### config.mk
export PLATFORM = sky130hd
export DESIGN_NAME = lsb_stego_payload_deframer_flat
export DESIGN_NICKNAME = d
export VERILOG_FILES = /design/src/rtl/lspd_pkg.sv /design/src/rtl/lspd_if.sv /design/src/rtl/lsb_stego_payload_deframer.sv /design/src/rtl/lspd_parser.sv /design/src/flat_wrapper.sv
export SDC_FILE = /design/constraint.sdc
export NUM_CORES = 1
export LEC_CHECK = 0
export BUFFER_PORTS_ARGS = -buffer_cell sky130_fd_sc_hd__buf_2
export CELL_PAD_IN_SITES_DETAIL_PLACEMENT = 0
export CELL_PAD_IN_SITES_GLOBAL_PLACEMENT = 1
export CORE_ASPECT_RATIO = 0.5
export CORE_MARGIN = 5
export CORE_UTILIZATION = 47
export CTS_BUF_LIST = sky130_fd_sc_hd__clkbuf_16
export DETAILED_ROUTE_END_ITERATION = 10
export GPL_ROUTABILITY_DRIVEN = 0
export HOLD_SLACK_MARGIN = 0.06
export PLACE_DENSITY = 0.87
export SYNTH_ARGS = -nofsm -noshare
export SYNTH_HDL_FRONTEND = slang
export SYNTH_SLANG_ARGS = --single-unit
export TNS_END_PERCENT = 5
### constraint.sdc
create_clock -name clk -period 5.9 [get_ports clk]
set_input_delay 1.18 -clock clk [delete_from_list [all_inputs] [get_ports clk]]
set_output_delay 1.18 -clock clk [all_outputs]
set_load 0.05 [all_outputs]
### src/rtl/lspd_pkg.sv
// ----------------------------------------------------------------------------
// lspd_pkg
// Shared types and constants of the lsb stego payload deframer.
// ----------------------------------------------------------------------------
package lspd_pkg;

    localparam int HEADER_W = 16;
    localparam int MAGIC_W  = 8;
    localparam int VALUE_W  = 32;
    localparam int CFG_IDX_W  = 2;
    localparam int CFG_DATA_W = 16;

    localparam logic [HEADER_W-1:0] HEADER_BYTES_RST = 16'd54;
    localparam logic [MAGIC_W-1:0]  MAGIC_FIRST_RST  = 8'd35;
    localparam logic [MAGIC_W-1:0]  MAGIC_SECOND_RST = 8'd42;

    localparam logic [CFG_IDX_W-1:0] CFG_HEADER_BYTES = 2'd0;
    localparam logic [CFG_IDX_W-1:0] CFG_MAGIC_FIRST  = 2'd1;
    localparam logic [CFG_IDX_W-1:0] CFG_MAGIC_SECOND = 2'd2;

    typedef enum logic [2:0] {
        PH_HEADER  = 3'd0,
        PH_MAGIC   = 3'd1,
        PH_EXTLEN  = 3'd2,
        PH_EXTCHR  = 3'd3,
        PH_PAYLEN  = 3'd4,
        PH_PAYLOAD = 3'd5,
        PH_HALT    = 3'd6
    } phase_t;

    typedef enum logic [2:0] {
        KIND_EXTLEN  = 3'd0,
        KIND_EXTCHR  = 3'd1,
        KIND_PAYLEN  = 3'd2,
        KIND_PAYLOAD = 3'd3,
        KIND_ERROR   = 3'd4
    } kind_t;

    typedef enum logic [1:0] {
        ERR_NONE   = 2'd0,
        ERR_MAGIC  = 2'd1,
        ERR_EXTLEN = 2'd2
    } err_t;

    typedef struct packed {
        logic [HEADER_W-1:0] header_bytes;
        logic [MAGIC_W-1:0]  magic_first;
        logic [MAGIC_W-1:0]  magic_second;
    } cfg_t;

    typedef struct packed {
        logic               valid;
        kind_t              kind;
        logic [VALUE_W-1:0] value;
        logic               last;
        err_t               err;
    } result_t;

endpackage

### src/rtl/lspd_if.sv
// ----------------------------------------------------------------------------
// lspd_if
// Valid/ready channels of the deframer: image bytes in, decoded items out.
// ----------------------------------------------------------------------------
interface lspd_pixel_if;
    logic       valid;
    logic       ready;
    logic [7:0] pixel_byte;
    logic       frame_start;

    modport source (output valid, output pixel_byte, output frame_start, input ready);
    modport sink   (input valid, input pixel_byte, input frame_start, output ready);
endinterface

interface lspd_item_if;
    logic                         valid;
    logic                         ready;
    lspd_pkg::kind_t              item_kind;
    logic [lspd_pkg::VALUE_W-1:0] item_value;
    logic                         payload_last;
    lspd_pkg::err_t               error_code;

    modport source (output valid, output item_kind, output item_value,
                    output payload_last, output error_code, input ready);
    modport sink   (input valid, input item_kind, input item_value,
                    input payload_last, input error_code, output ready);
endinterface

### src/rtl/lsb_stego_payload_deframer.sv
// ----------------------------------------------------------------------------
// lsb_stego_payload_deframer
// Timing: a decoded item is presented in the cycle after the image byte that
// completes it is accepted.
// Throughput: one image byte per cycle, set by the combinational parser update
// feeding one output register, unless a stalled result holds off the input.
// Reset: parser returns to header skip, registers to 54, '#' and '*'.
// ----------------------------------------------------------------------------
module lsb_stego_payload_deframer
(
    input  logic                            clk,
    input  logic                            rst_n,
    input  logic                            cfg_we,
    input  logic [lspd_pkg::CFG_IDX_W-1:0]  cfg_index,
    input  logic [lspd_pkg::CFG_DATA_W-1:0] cfg_data,
    lspd_pixel_if.sink                      pixels,
    lspd_item_if.source                     items
);

    lspd_pkg::cfg_t               cfg_reg;
    lspd_pkg::result_t            result;
    logic                         step;
    logic                         out_valid_reg, out_valid_next;
    lspd_pkg::kind_t              out_kind_reg;
    logic [lspd_pkg::VALUE_W-1:0] out_value_reg;
    logic                         out_last_reg;
    lspd_pkg::err_t               out_err_reg;

    always_ff @(posedge clk or negedge rst_n)
    begin
        if (!rst_n)
        begin
            cfg_reg.header_bytes <= lspd_pkg::HEADER_BYTES_RST;
            cfg_reg.magic_first  <= lspd_pkg::MAGIC_FIRST_RST;
            cfg_reg.magic_second <= lspd_pkg::MAGIC_SECOND_RST;
        end
        else if (cfg_we)
        begin
            case (cfg_index)
                lspd_pkg::CFG_HEADER_BYTES: cfg_reg.header_bytes <= cfg_data;
                lspd_pkg::CFG_MAGIC_FIRST:  cfg_reg.magic_first  <= cfg_data[7:0];
                lspd_pkg::CFG_MAGIC_SECOND: cfg_reg.magic_second <= cfg_data[7:0];
                default:                    cfg_reg <= cfg_reg;
            endcase
        end
    end

    assign pixels.ready = !out_valid_reg || items.ready;
    assign step         = pixels.valid && pixels.ready;

    lspd_parser u_parser
    (
        .clk         (clk),
        .rst_n       (rst_n),
        .step        (step),
        .pixel_bit   (pixels.pixel_byte[0]),
        .frame_start (pixels.frame_start),
        .cfg         (cfg_reg),
        .result      (result)
    );

    always_comb
    begin
        if (step)
        begin
            out_valid_next = result.valid;
        end
        else if (items.ready)
        begin
            out_valid_next = 1'b0;
        end
        else
        begin
            out_valid_next = out_valid_reg;
        end
    end

    always_ff @(posedge clk or negedge rst_n)
    begin
        if (!rst_n)
        begin
            out_valid_reg <= 1'b0;
        end
        else
        begin
            out_valid_reg <= out_valid_next;
        end
    end

    // result payload
    always_ff @(posedge clk)
    begin
        if (result.valid)
        begin
            out_kind_reg  <= result.kind;
            out_value_reg <= result.value;
            out_last_reg  <= result.last;
            out_err_reg   <= result.err;
        end
    end

    assign items.valid        = out_valid_reg;
    assign items.item_kind    = out_kind_reg;
    assign items.item_value   = out_value_reg;
    assign items.payload_last = out_last_reg;
    assign items.error_code   = out_err_reg;

    a_err_code_on_error : assert property (@(posedge clk) disable iff (!rst_n)
        out_valid_reg && out_kind_reg == lspd_pkg::KIND_ERROR |-> out_err_reg != lspd_pkg::ERR_NONE)
        else $error("error item without error code");

    a_no_code_otherwise : assert property (@(posedge clk) disable iff (!rst_n)
        out_valid_reg && out_kind_reg != lspd_pkg::KIND_ERROR |-> out_err_reg == lspd_pkg::ERR_NONE)
        else $error("error code on a regular item");

    a_last_kind : assert property (@(posedge clk) disable iff (!rst_n)
        out_valid_reg && out_last_reg |->
            out_kind_reg == lspd_pkg::KIND_PAYLOAD || out_kind_reg == lspd_pkg::KIND_PAYLEN)
        else $error("payload_last on an unexpected item kind");

    a_stall_blocks_input : assert property (@(posedge clk) disable iff (!rst_n)
        out_valid_reg && !items.ready |-> !pixels.ready)
        else $error("byte taken while a result is stalled");

    a_result_registered : assert property (@(posedge clk) disable iff (!rst_n)
        step && result.valid |=> out_valid_reg)
        else $error("decoded item not presented");

endmodule

### src/rtl/lspd_parser.sv
// ----------------------------------------------------------------------------
// lspd_parser
// Frame parser state: header skip, bit gathering and field decode, one image
// byte per step, with the result of the step given combinationally.
// ----------------------------------------------------------------------------
module lspd_parser
(
    input  logic              clk,
    input  logic              rst_n,
    input  logic              step,
    input  logic              pixel_bit,
    input  logic              frame_start,
    input  lspd_pkg::cfg_t    cfg,
    output lspd_pkg::result_t result
);

    lspd_pkg::phase_t                    phase_reg, phase_next;
    logic [lspd_pkg::HEADER_W-1:0]       header_count_reg, header_count_next;
    logic [4:0]                          bit_count_reg, bit_count_next;
    logic [lspd_pkg::VALUE_W-1:0]        bit_shift_reg, bit_shift_next;
    logic                                magic_index_reg, magic_index_next;
    logic [2:0]                          ext_remaining_reg, ext_remaining_next;
    logic [lspd_pkg::VALUE_W-1:0]        payload_remaining_reg, payload_remaining_next;

    logic                                wide;
    logic                                field_done;
    logic [lspd_pkg::VALUE_W-1:0]        value;
    logic [lspd_pkg::MAGIC_W-1:0]        magic_expect;
    logic [2:0]                          ext_dec;
    logic [lspd_pkg::VALUE_W-1:0]        pay_dec;

    always_comb
    begin
        phase_next             = phase_reg;
        header_count_next      = header_count_reg;
        bit_count_next         = bit_count_reg;
        bit_shift_next         = bit_shift_reg;
        magic_index_next       = magic_index_reg;
        ext_remaining_next     = ext_remaining_reg;
        payload_remaining_next = payload_remaining_reg;
        result                 = '0;
        result.kind            = lspd_pkg::KIND_EXTLEN;
        result.err             = lspd_pkg::ERR_NONE;
        wide                   = 1'b0;
        field_done             = 1'b0;
        value                  = '0;
        magic_expect           = '0;
        ext_dec                = '0;
        pay_dec                = '0;

        // restart on frame start
        if (frame_start)
        begin
            phase_next             = lspd_pkg::PH_HEADER;
            header_count_next      = '0;
            bit_count_next         = '0;
            bit_shift_next         = '0;
            magic_index_next       = 1'b0;
            ext_remaining_next     = '0;
            payload_remaining_next = '0;
        end

        if (phase_next == lspd_pkg::PH_HEADER)
        begin
            if (header_count_next < cfg.header_bytes)
            begin
                header_count_next = header_count_next + 1'b1;
            end
            else
            begin
                phase_next     = lspd_pkg::PH_MAGIC;
                bit_count_next = '0;
                bit_shift_next = '0;
            end
        end
        else
        begin
            header_count_next = header_count_next;
        end

        if (phase_next != lspd_pkg::PH_HEADER && phase_next != lspd_pkg::PH_HALT)
        begin
            wide = (phase_next == lspd_pkg::PH_EXTLEN) || (phase_next == lspd_pkg::PH_PAYLEN);
            bit_shift_next = {bit_shift_next[lspd_pkg::VALUE_W-2:0], pixel_bit};
            field_done = wide ? (bit_count_next == 5'd31) : (bit_count_next == 5'd7);
            if (!field_done)
            begin
                bit_count_next = bit_count_next + 5'd1;
            end
            else
            begin
                value = wide ? bit_shift_next
                             : {{(lspd_pkg::VALUE_W-8){1'b0}}, bit_shift_next[7:0]};
                bit_count_next = '0;
                bit_shift_next = '0;
                magic_expect   = magic_index_next ? cfg.magic_second : cfg.magic_first;
                ext_dec        = ext_remaining_next - 3'd1;
                pay_dec        = payload_remaining_next - 1'b1;
                result.value   = value;
                case (phase_next)
                    lspd_pkg::PH_MAGIC:
                    begin
                        if (value[7:0] != magic_expect)
                        begin
                            phase_next   = lspd_pkg::PH_HALT;
                            result.valid = 1'b1;
                            result.kind  = lspd_pkg::KIND_ERROR;
                            result.err   = lspd_pkg::ERR_MAGIC;
                        end
                        else
                        begin
                            if (magic_index_next)
                            begin
                                phase_next = lspd_pkg::PH_EXTLEN;
                            end
                            magic_index_next = ~magic_index_next;
                        end
                    end
                    lspd_pkg::PH_EXTLEN:
                    begin
                        result.valid = 1'b1;
                        if (value < 32'd2 || value > 32'd4)
                        begin
                            phase_next  = lspd_pkg::PH_HALT;
                            result.kind = lspd_pkg::KIND_ERROR;
                            result.err  = lspd_pkg::ERR_EXTLEN;
                        end
                        else
                        begin
                            ext_remaining_next = value[2:0];
                            phase_next         = lspd_pkg::PH_EXTCHR;
                            result.kind        = lspd_pkg::KIND_EXTLEN;
                        end
                    end
                    lspd_pkg::PH_EXTCHR:
                    begin
                        ext_remaining_next = ext_dec;
                        if (ext_dec == 3'd0)
                        begin
                            phase_next = lspd_pkg::PH_PAYLEN;
                        end
                        result.valid = 1'b1;
                        result.kind  = lspd_pkg::KIND_EXTCHR;
                    end
                    lspd_pkg::PH_PAYLEN:
                    begin
                        payload_remaining_next = value;
                        phase_next   = (value == '0) ? lspd_pkg::PH_HALT : lspd_pkg::PH_PAYLOAD;
                        result.valid = 1'b1;
                        result.kind  = lspd_pkg::KIND_PAYLEN;
                        result.last  = (value == '0);
                    end
                    default:
                    begin
                        payload_remaining_next = pay_dec;
                        if (pay_dec == '0)
                        begin
                            phase_next  = lspd_pkg::PH_HALT;
                            result.last = 1'b1;
                        end
                        result.valid = 1'b1;
                        result.kind  = lspd_pkg::KIND_PAYLOAD;
                    end
                endcase
            end
        end

        result.valid = result.valid & step;
    end

    always_ff @(posedge clk or negedge rst_n)
    begin
        if (!rst_n)
        begin
            phase_reg             <= lspd_pkg::PH_HEADER;
            header_count_reg      <= '0;
            bit_count_reg         <= '0;
            bit_shift_reg         <= '0;
            magic_index_reg       <= 1'b0;
            ext_remaining_reg     <= '0;
            payload_remaining_reg <= '0;
        end
        else if (step)
        begin
            phase_reg             <= phase_next;
            header_count_reg      <= header_count_next;
            bit_count_reg         <= bit_count_next;
            bit_shift_reg         <= bit_shift_next;
            magic_index_reg       <= magic_index_next;
            ext_remaining_reg     <= ext_remaining_next;
            payload_remaining_reg <= payload_remaining_next;
        end
    end

endmodule

### src/flat_wrapper.sv
// flat-port wrapper written by rule: the top's interface ports become plain ports
module lsb_stego_payload_deframer_flat 
  (clk, rst_n, cfg_we, cfg_index, cfg_data, pixels_valid, pixels_pixel_byte, pixels_frame_start, pixels_ready, items_valid, items_item_kind, items_item_value, items_payload_last, items_error_code, items_ready);
  lspd_pixel_if pixels_i ();
  lspd_item_if items_i ();
  input  logic clk;
  input  logic rst_n;
  input  logic cfg_we;
  input  logic [lspd_pkg::CFG_IDX_W-1:0] cfg_index;
  input  logic [lspd_pkg::CFG_DATA_W-1:0] cfg_data;
  input wire logic [$bits(pixels_i.valid)-1:0] pixels_valid;
  input wire logic [$bits(pixels_i.pixel_byte)-1:0] pixels_pixel_byte;
  input wire logic [$bits(pixels_i.frame_start)-1:0] pixels_frame_start;
  output wire logic [$bits(pixels_i.ready)-1:0] pixels_ready;
  output wire logic [$bits(items_i.valid)-1:0] items_valid;
  output wire logic [$bits(items_i.item_kind)-1:0] items_item_kind;
  output wire logic [$bits(items_i.item_value)-1:0] items_item_value;
  output wire logic [$bits(items_i.payload_last)-1:0] items_payload_last;
  output wire logic [$bits(items_i.error_code)-1:0] items_error_code;
  input wire logic [$bits(items_i.ready)-1:0] items_ready;
  assign pixels_i.valid = pixels_valid;
  assign pixels_i.pixel_byte = pixels_pixel_byte;
  assign pixels_i.frame_start = pixels_frame_start;
  assign pixels_ready = pixels_i.ready;
  assign items_valid = items_i.valid;
  assign items_item_kind = items_i.item_kind;
  assign items_item_value = items_i.item_value;
  assign items_payload_last = items_i.payload_last;
  assign items_error_code = items_i.error_code;
  assign items_i.ready = items_ready;
  lsb_stego_payload_deframer u_core (.clk(clk), .rst_n(rst_n), .cfg_we(cfg_we), .cfg_index(cfg_index), .cfg_data(cfg_data), .pixels(pixels_i), .items(items_i));
endmodule
==> reports/metrics.cfg <==
[synthesis]
syn_area_mm2 = 0.00898
ys_ff_latch = 162
syn-num-nets = 1003
synth.distinct_cells = 72
avgSynthCellArea_um2 = 9.45
ys_async_sr_fraction_pct = 76.5
synth_top_flop_cell = dfrtp_1
ys.warnings.count = 0
synthCells = 951
synth_seq_area_share_pct = 47.4
synth_enable_flop_cells = 38

[finish]
final_area_mm2 = 0.0101
antenna_cells = 0
final_nets = 1042
synthToLayoutAreaGrowth_pct = 12.7
fin_cells = 1262
drive_gt1_share_pct = 16.0
fillCellCount = 1688

[sta]
rsz0062_at_grt = no
finalSetupViolations = 0
fin_crit_sh_pct = 84.8
hold_viol = 0
slew_headroom_pct = 26.3
drv_slew = 0
tns_ns = 0
skew_ns = 0.00919
fmax_ghz = 0.200
worst_slew_pin_slew_ns = 1.11
period_minus_slack_ns = 5.00

[die]
core_mm2 = 0.0186
rows = 35
initial_core_util_pct = 48.4
dieArea_mm2 = 0.0221
die_w_um = 206
die_h_um = 108
ioPinCount = 72

[setup_path]
r2r_start = u_core.u_parser.header_count_reg[11]$_DFFE_PN0P_
crit_path_start_kind = input pin
cp_slowest_cell = nor2_4
critPathMaxStageDelay_ns = 0.86
ff2ff_path_depth = 14
ff2ff_setup_slack_ns = 1.55
crit_start = pixels_frame_start
required_ns = 5.94
crit_path_end_kind = flip-flop
cp_max_fo = 38
crit_chain = buf_2 -> nor2b_1 -> ha_1 -> a21oi_1 -> o21ai_0 -> a2111oi_0 -> nor2_1 -> nand2_1 -> and2_1 -> ha_1 -> nand2_1 -> a21oi_2 -> and2_1 -> nand2_1 -> nor2_4
r2r-end = u_core.items.item_value[18]$_SDFFCE_PN0P_
crit_top_cell = nand2_1
cp.arrival_ns = 5.05
crit_type = input pin to flip-flop

[worst_hold_path]
min_path_type = flip-flop to flip-flop
min_delay_path_depth = 1
whs_endpoint = u_core.cfg_reg[4]$_DFFE_PN0P_
min-delay-start = u_core.cfg_reg[4]$_DFFE_PN0P_

[clocking]
clk_latency_ns = 0.43
cts_tree = done
cts.sinks = 162
cts_setup_buffers = 0
cts_resized = 0
cts_max_level = 4
cts-hold-fix-buffers = 0
cts-buffers-inserted = 17
clockBufferDepth = 2
root_buffer = clkbuf_16
clkTransAtPathRegs_ns = 0.07

[placement]
hpwl_um = 16100
placed_cells = 1230
placed_cell_area_mm2 = 0.00954
portBuffers = 64

[grt]
grt_pass1_wl_um = 39000
grt_overflow_total = 0
grt_pass1_vias = 7403
antenna_found_initial = 0
track_usage_pct = 22.1
grt_start_max_net_pins = 72

[power]
p_leak_uw = 0.00441
powerDensity_mw_per_mm2 = 253
ir_worst_vdd_mv = 0.201

[run]
maxCapViolations = 0

[drt]
wl_per_cell_um = 18.6
drc = 0
drt_iter0_markers = 606
postRouteAntennaNets = 0
drtPass1Iterations = 5
dr_total_vias = 7464
viasPerCell = 5.91
routed_wirelength_um = 23500

[run_status]
status = finished, final reports clean

-- logic make-up after synthesis --
family,after synthesis,synth area share (%)
AND/OR/NAND/NOR,359,20.6
adder cells (fa/ha/maj),20,2.79
multiplexers,31,3.76
XOR/XNOR,34,3.32
flip-flops,162,47.4
buffers and inverters,91,4.04
AO/OA/AOI/OAI,254,18.1
-- area by class of cell --
type	instances	area [µm²]	share of cell area, %
timing repair buffer	82	458	4.52
sequential	162	4260	42.1
clock inverter	15	161	1.59
inverter	29	109	1.08
multi-input combinational	698	4390	43.3
tap	259	324	3.20
clock buffer	17	425	4.20
-- metrics by stage --
stage / hold slack (ns) / power (µW) / utilization (%) / worst slack (ns)
after global placement: 0.484 / 1460 / 51.4 / 0.546
final: 0.503 / 2560 / 54.5 / 0.899
after detailed placement: 0.490 / 1470 / 51.4 / 0.512
after global routing: 0.532 / 2670 / 54.5 / 0.516
after CTS: 0.505 / 2580 / 54.5 / 0.943
after floorplan: 0.465 / 1390 / - / 0.0291
-- synthesized netlist by cell type, types with 6 or more instances --
cell	number	area share, %
dfrtp_1	114	32
nand2_1	113	4.7
o21ai_0	78	4.3
nor2_1	61	2.5
a21oi_1	60	3.3
clkbuf_1	46	1.9
and3_1	41	2.9
edfxtp_1	38	13
a22o_1	32	3.1
inv_1	29	1.2
nor3_1	25	1.4
nor2b_1	22	1.5
mux2_2	21	2.6
ha_1	20	2.8
xor2_1	19	1.9
nand4_1	18	1.3
nand3_1	16	0.89
xnor2_1	15	1.5
a22oi_1	14	1.2
nor4_1	14	0.98
a21o_1	11	0.92
buf_2	11	0.61
dfstp_2	10	2.9
mux2i_1	9	1.0
and2_1	8	0.56
o22ai_1	8	0.56
nand3b_1	7	0.59
o211ai_1	7	0.59
a31oi_1	6	0.42
-- worst max-delay path by stage --
| stage | slack, ns | depth (start not counted) | end |
|---|---|---|---|
| floorplan | 0.03 | 22 | u_core.items.error_code[0]$_SDFFCE_PN0P_ |
| global placement | 0.55 | 15 | u_core.items.item_value[19]$_SDFFCE_PN0P_ |
| detailed placement | 0.51 | 15 | u_core.items.item_value[19]$_SDFFCE_PN0P_ |
| CTS | 0.94 | 15 | u_core.items.item_value[18]$_SDFFCE_PN0P_ |
| global route | 0.52 | 15 | u_core.items.item_value[18]$_SDFFCE_PN0P_ |
| finish | 0.90 | 15 | u_core.items.item_value[18]$_SDFFCE_PN0P_ |
-- critical path, delay by kind of cell --
kind | cells | cell delay [ns]
AOI/OAI and AO/OA | 4 | 0.90
buffers and inverters | 1 | 0.35
and+or+nand+nor | 8 | 2.04
adders and majority gates | 2 | 0.54
-- per-layer routing --
metal	vias to the layer above	GRT usage, %	part of all wire [%]
met5	-	0	0
met1	3663	30.2	46
met3	38	4.52	5.4
met4	0	5.73	1.7
met2	214	36.1	47
li1	3549	-	-
-- where the power goes --
part	internal, µW	leakage [µW]	switching, µW
Combinational	83.6	0.00221	137
Sequential	1200	0.00191	29.3
Clock	629	0.000289	482
Total	1910	0.00441	648
-- cells in the final DEF, fill, tap and decap left out, types with 20 or more instances in the layout --
master,netlist,routed
nor3_1,25,24
a21oi_1,60,60
buf_2,11,63
a22o_1,32,32
edfxtp_1,38,38
nand2_1,113,113
and3_1,41,41
inv_1,29,30
nor2_1,61,60
nor2b_1,22,22
ha_1,20,20
mux2_2,21,21
o21ai_0,78,77
dfrtp_1,114,114
(Power assumes the default switching activity.)
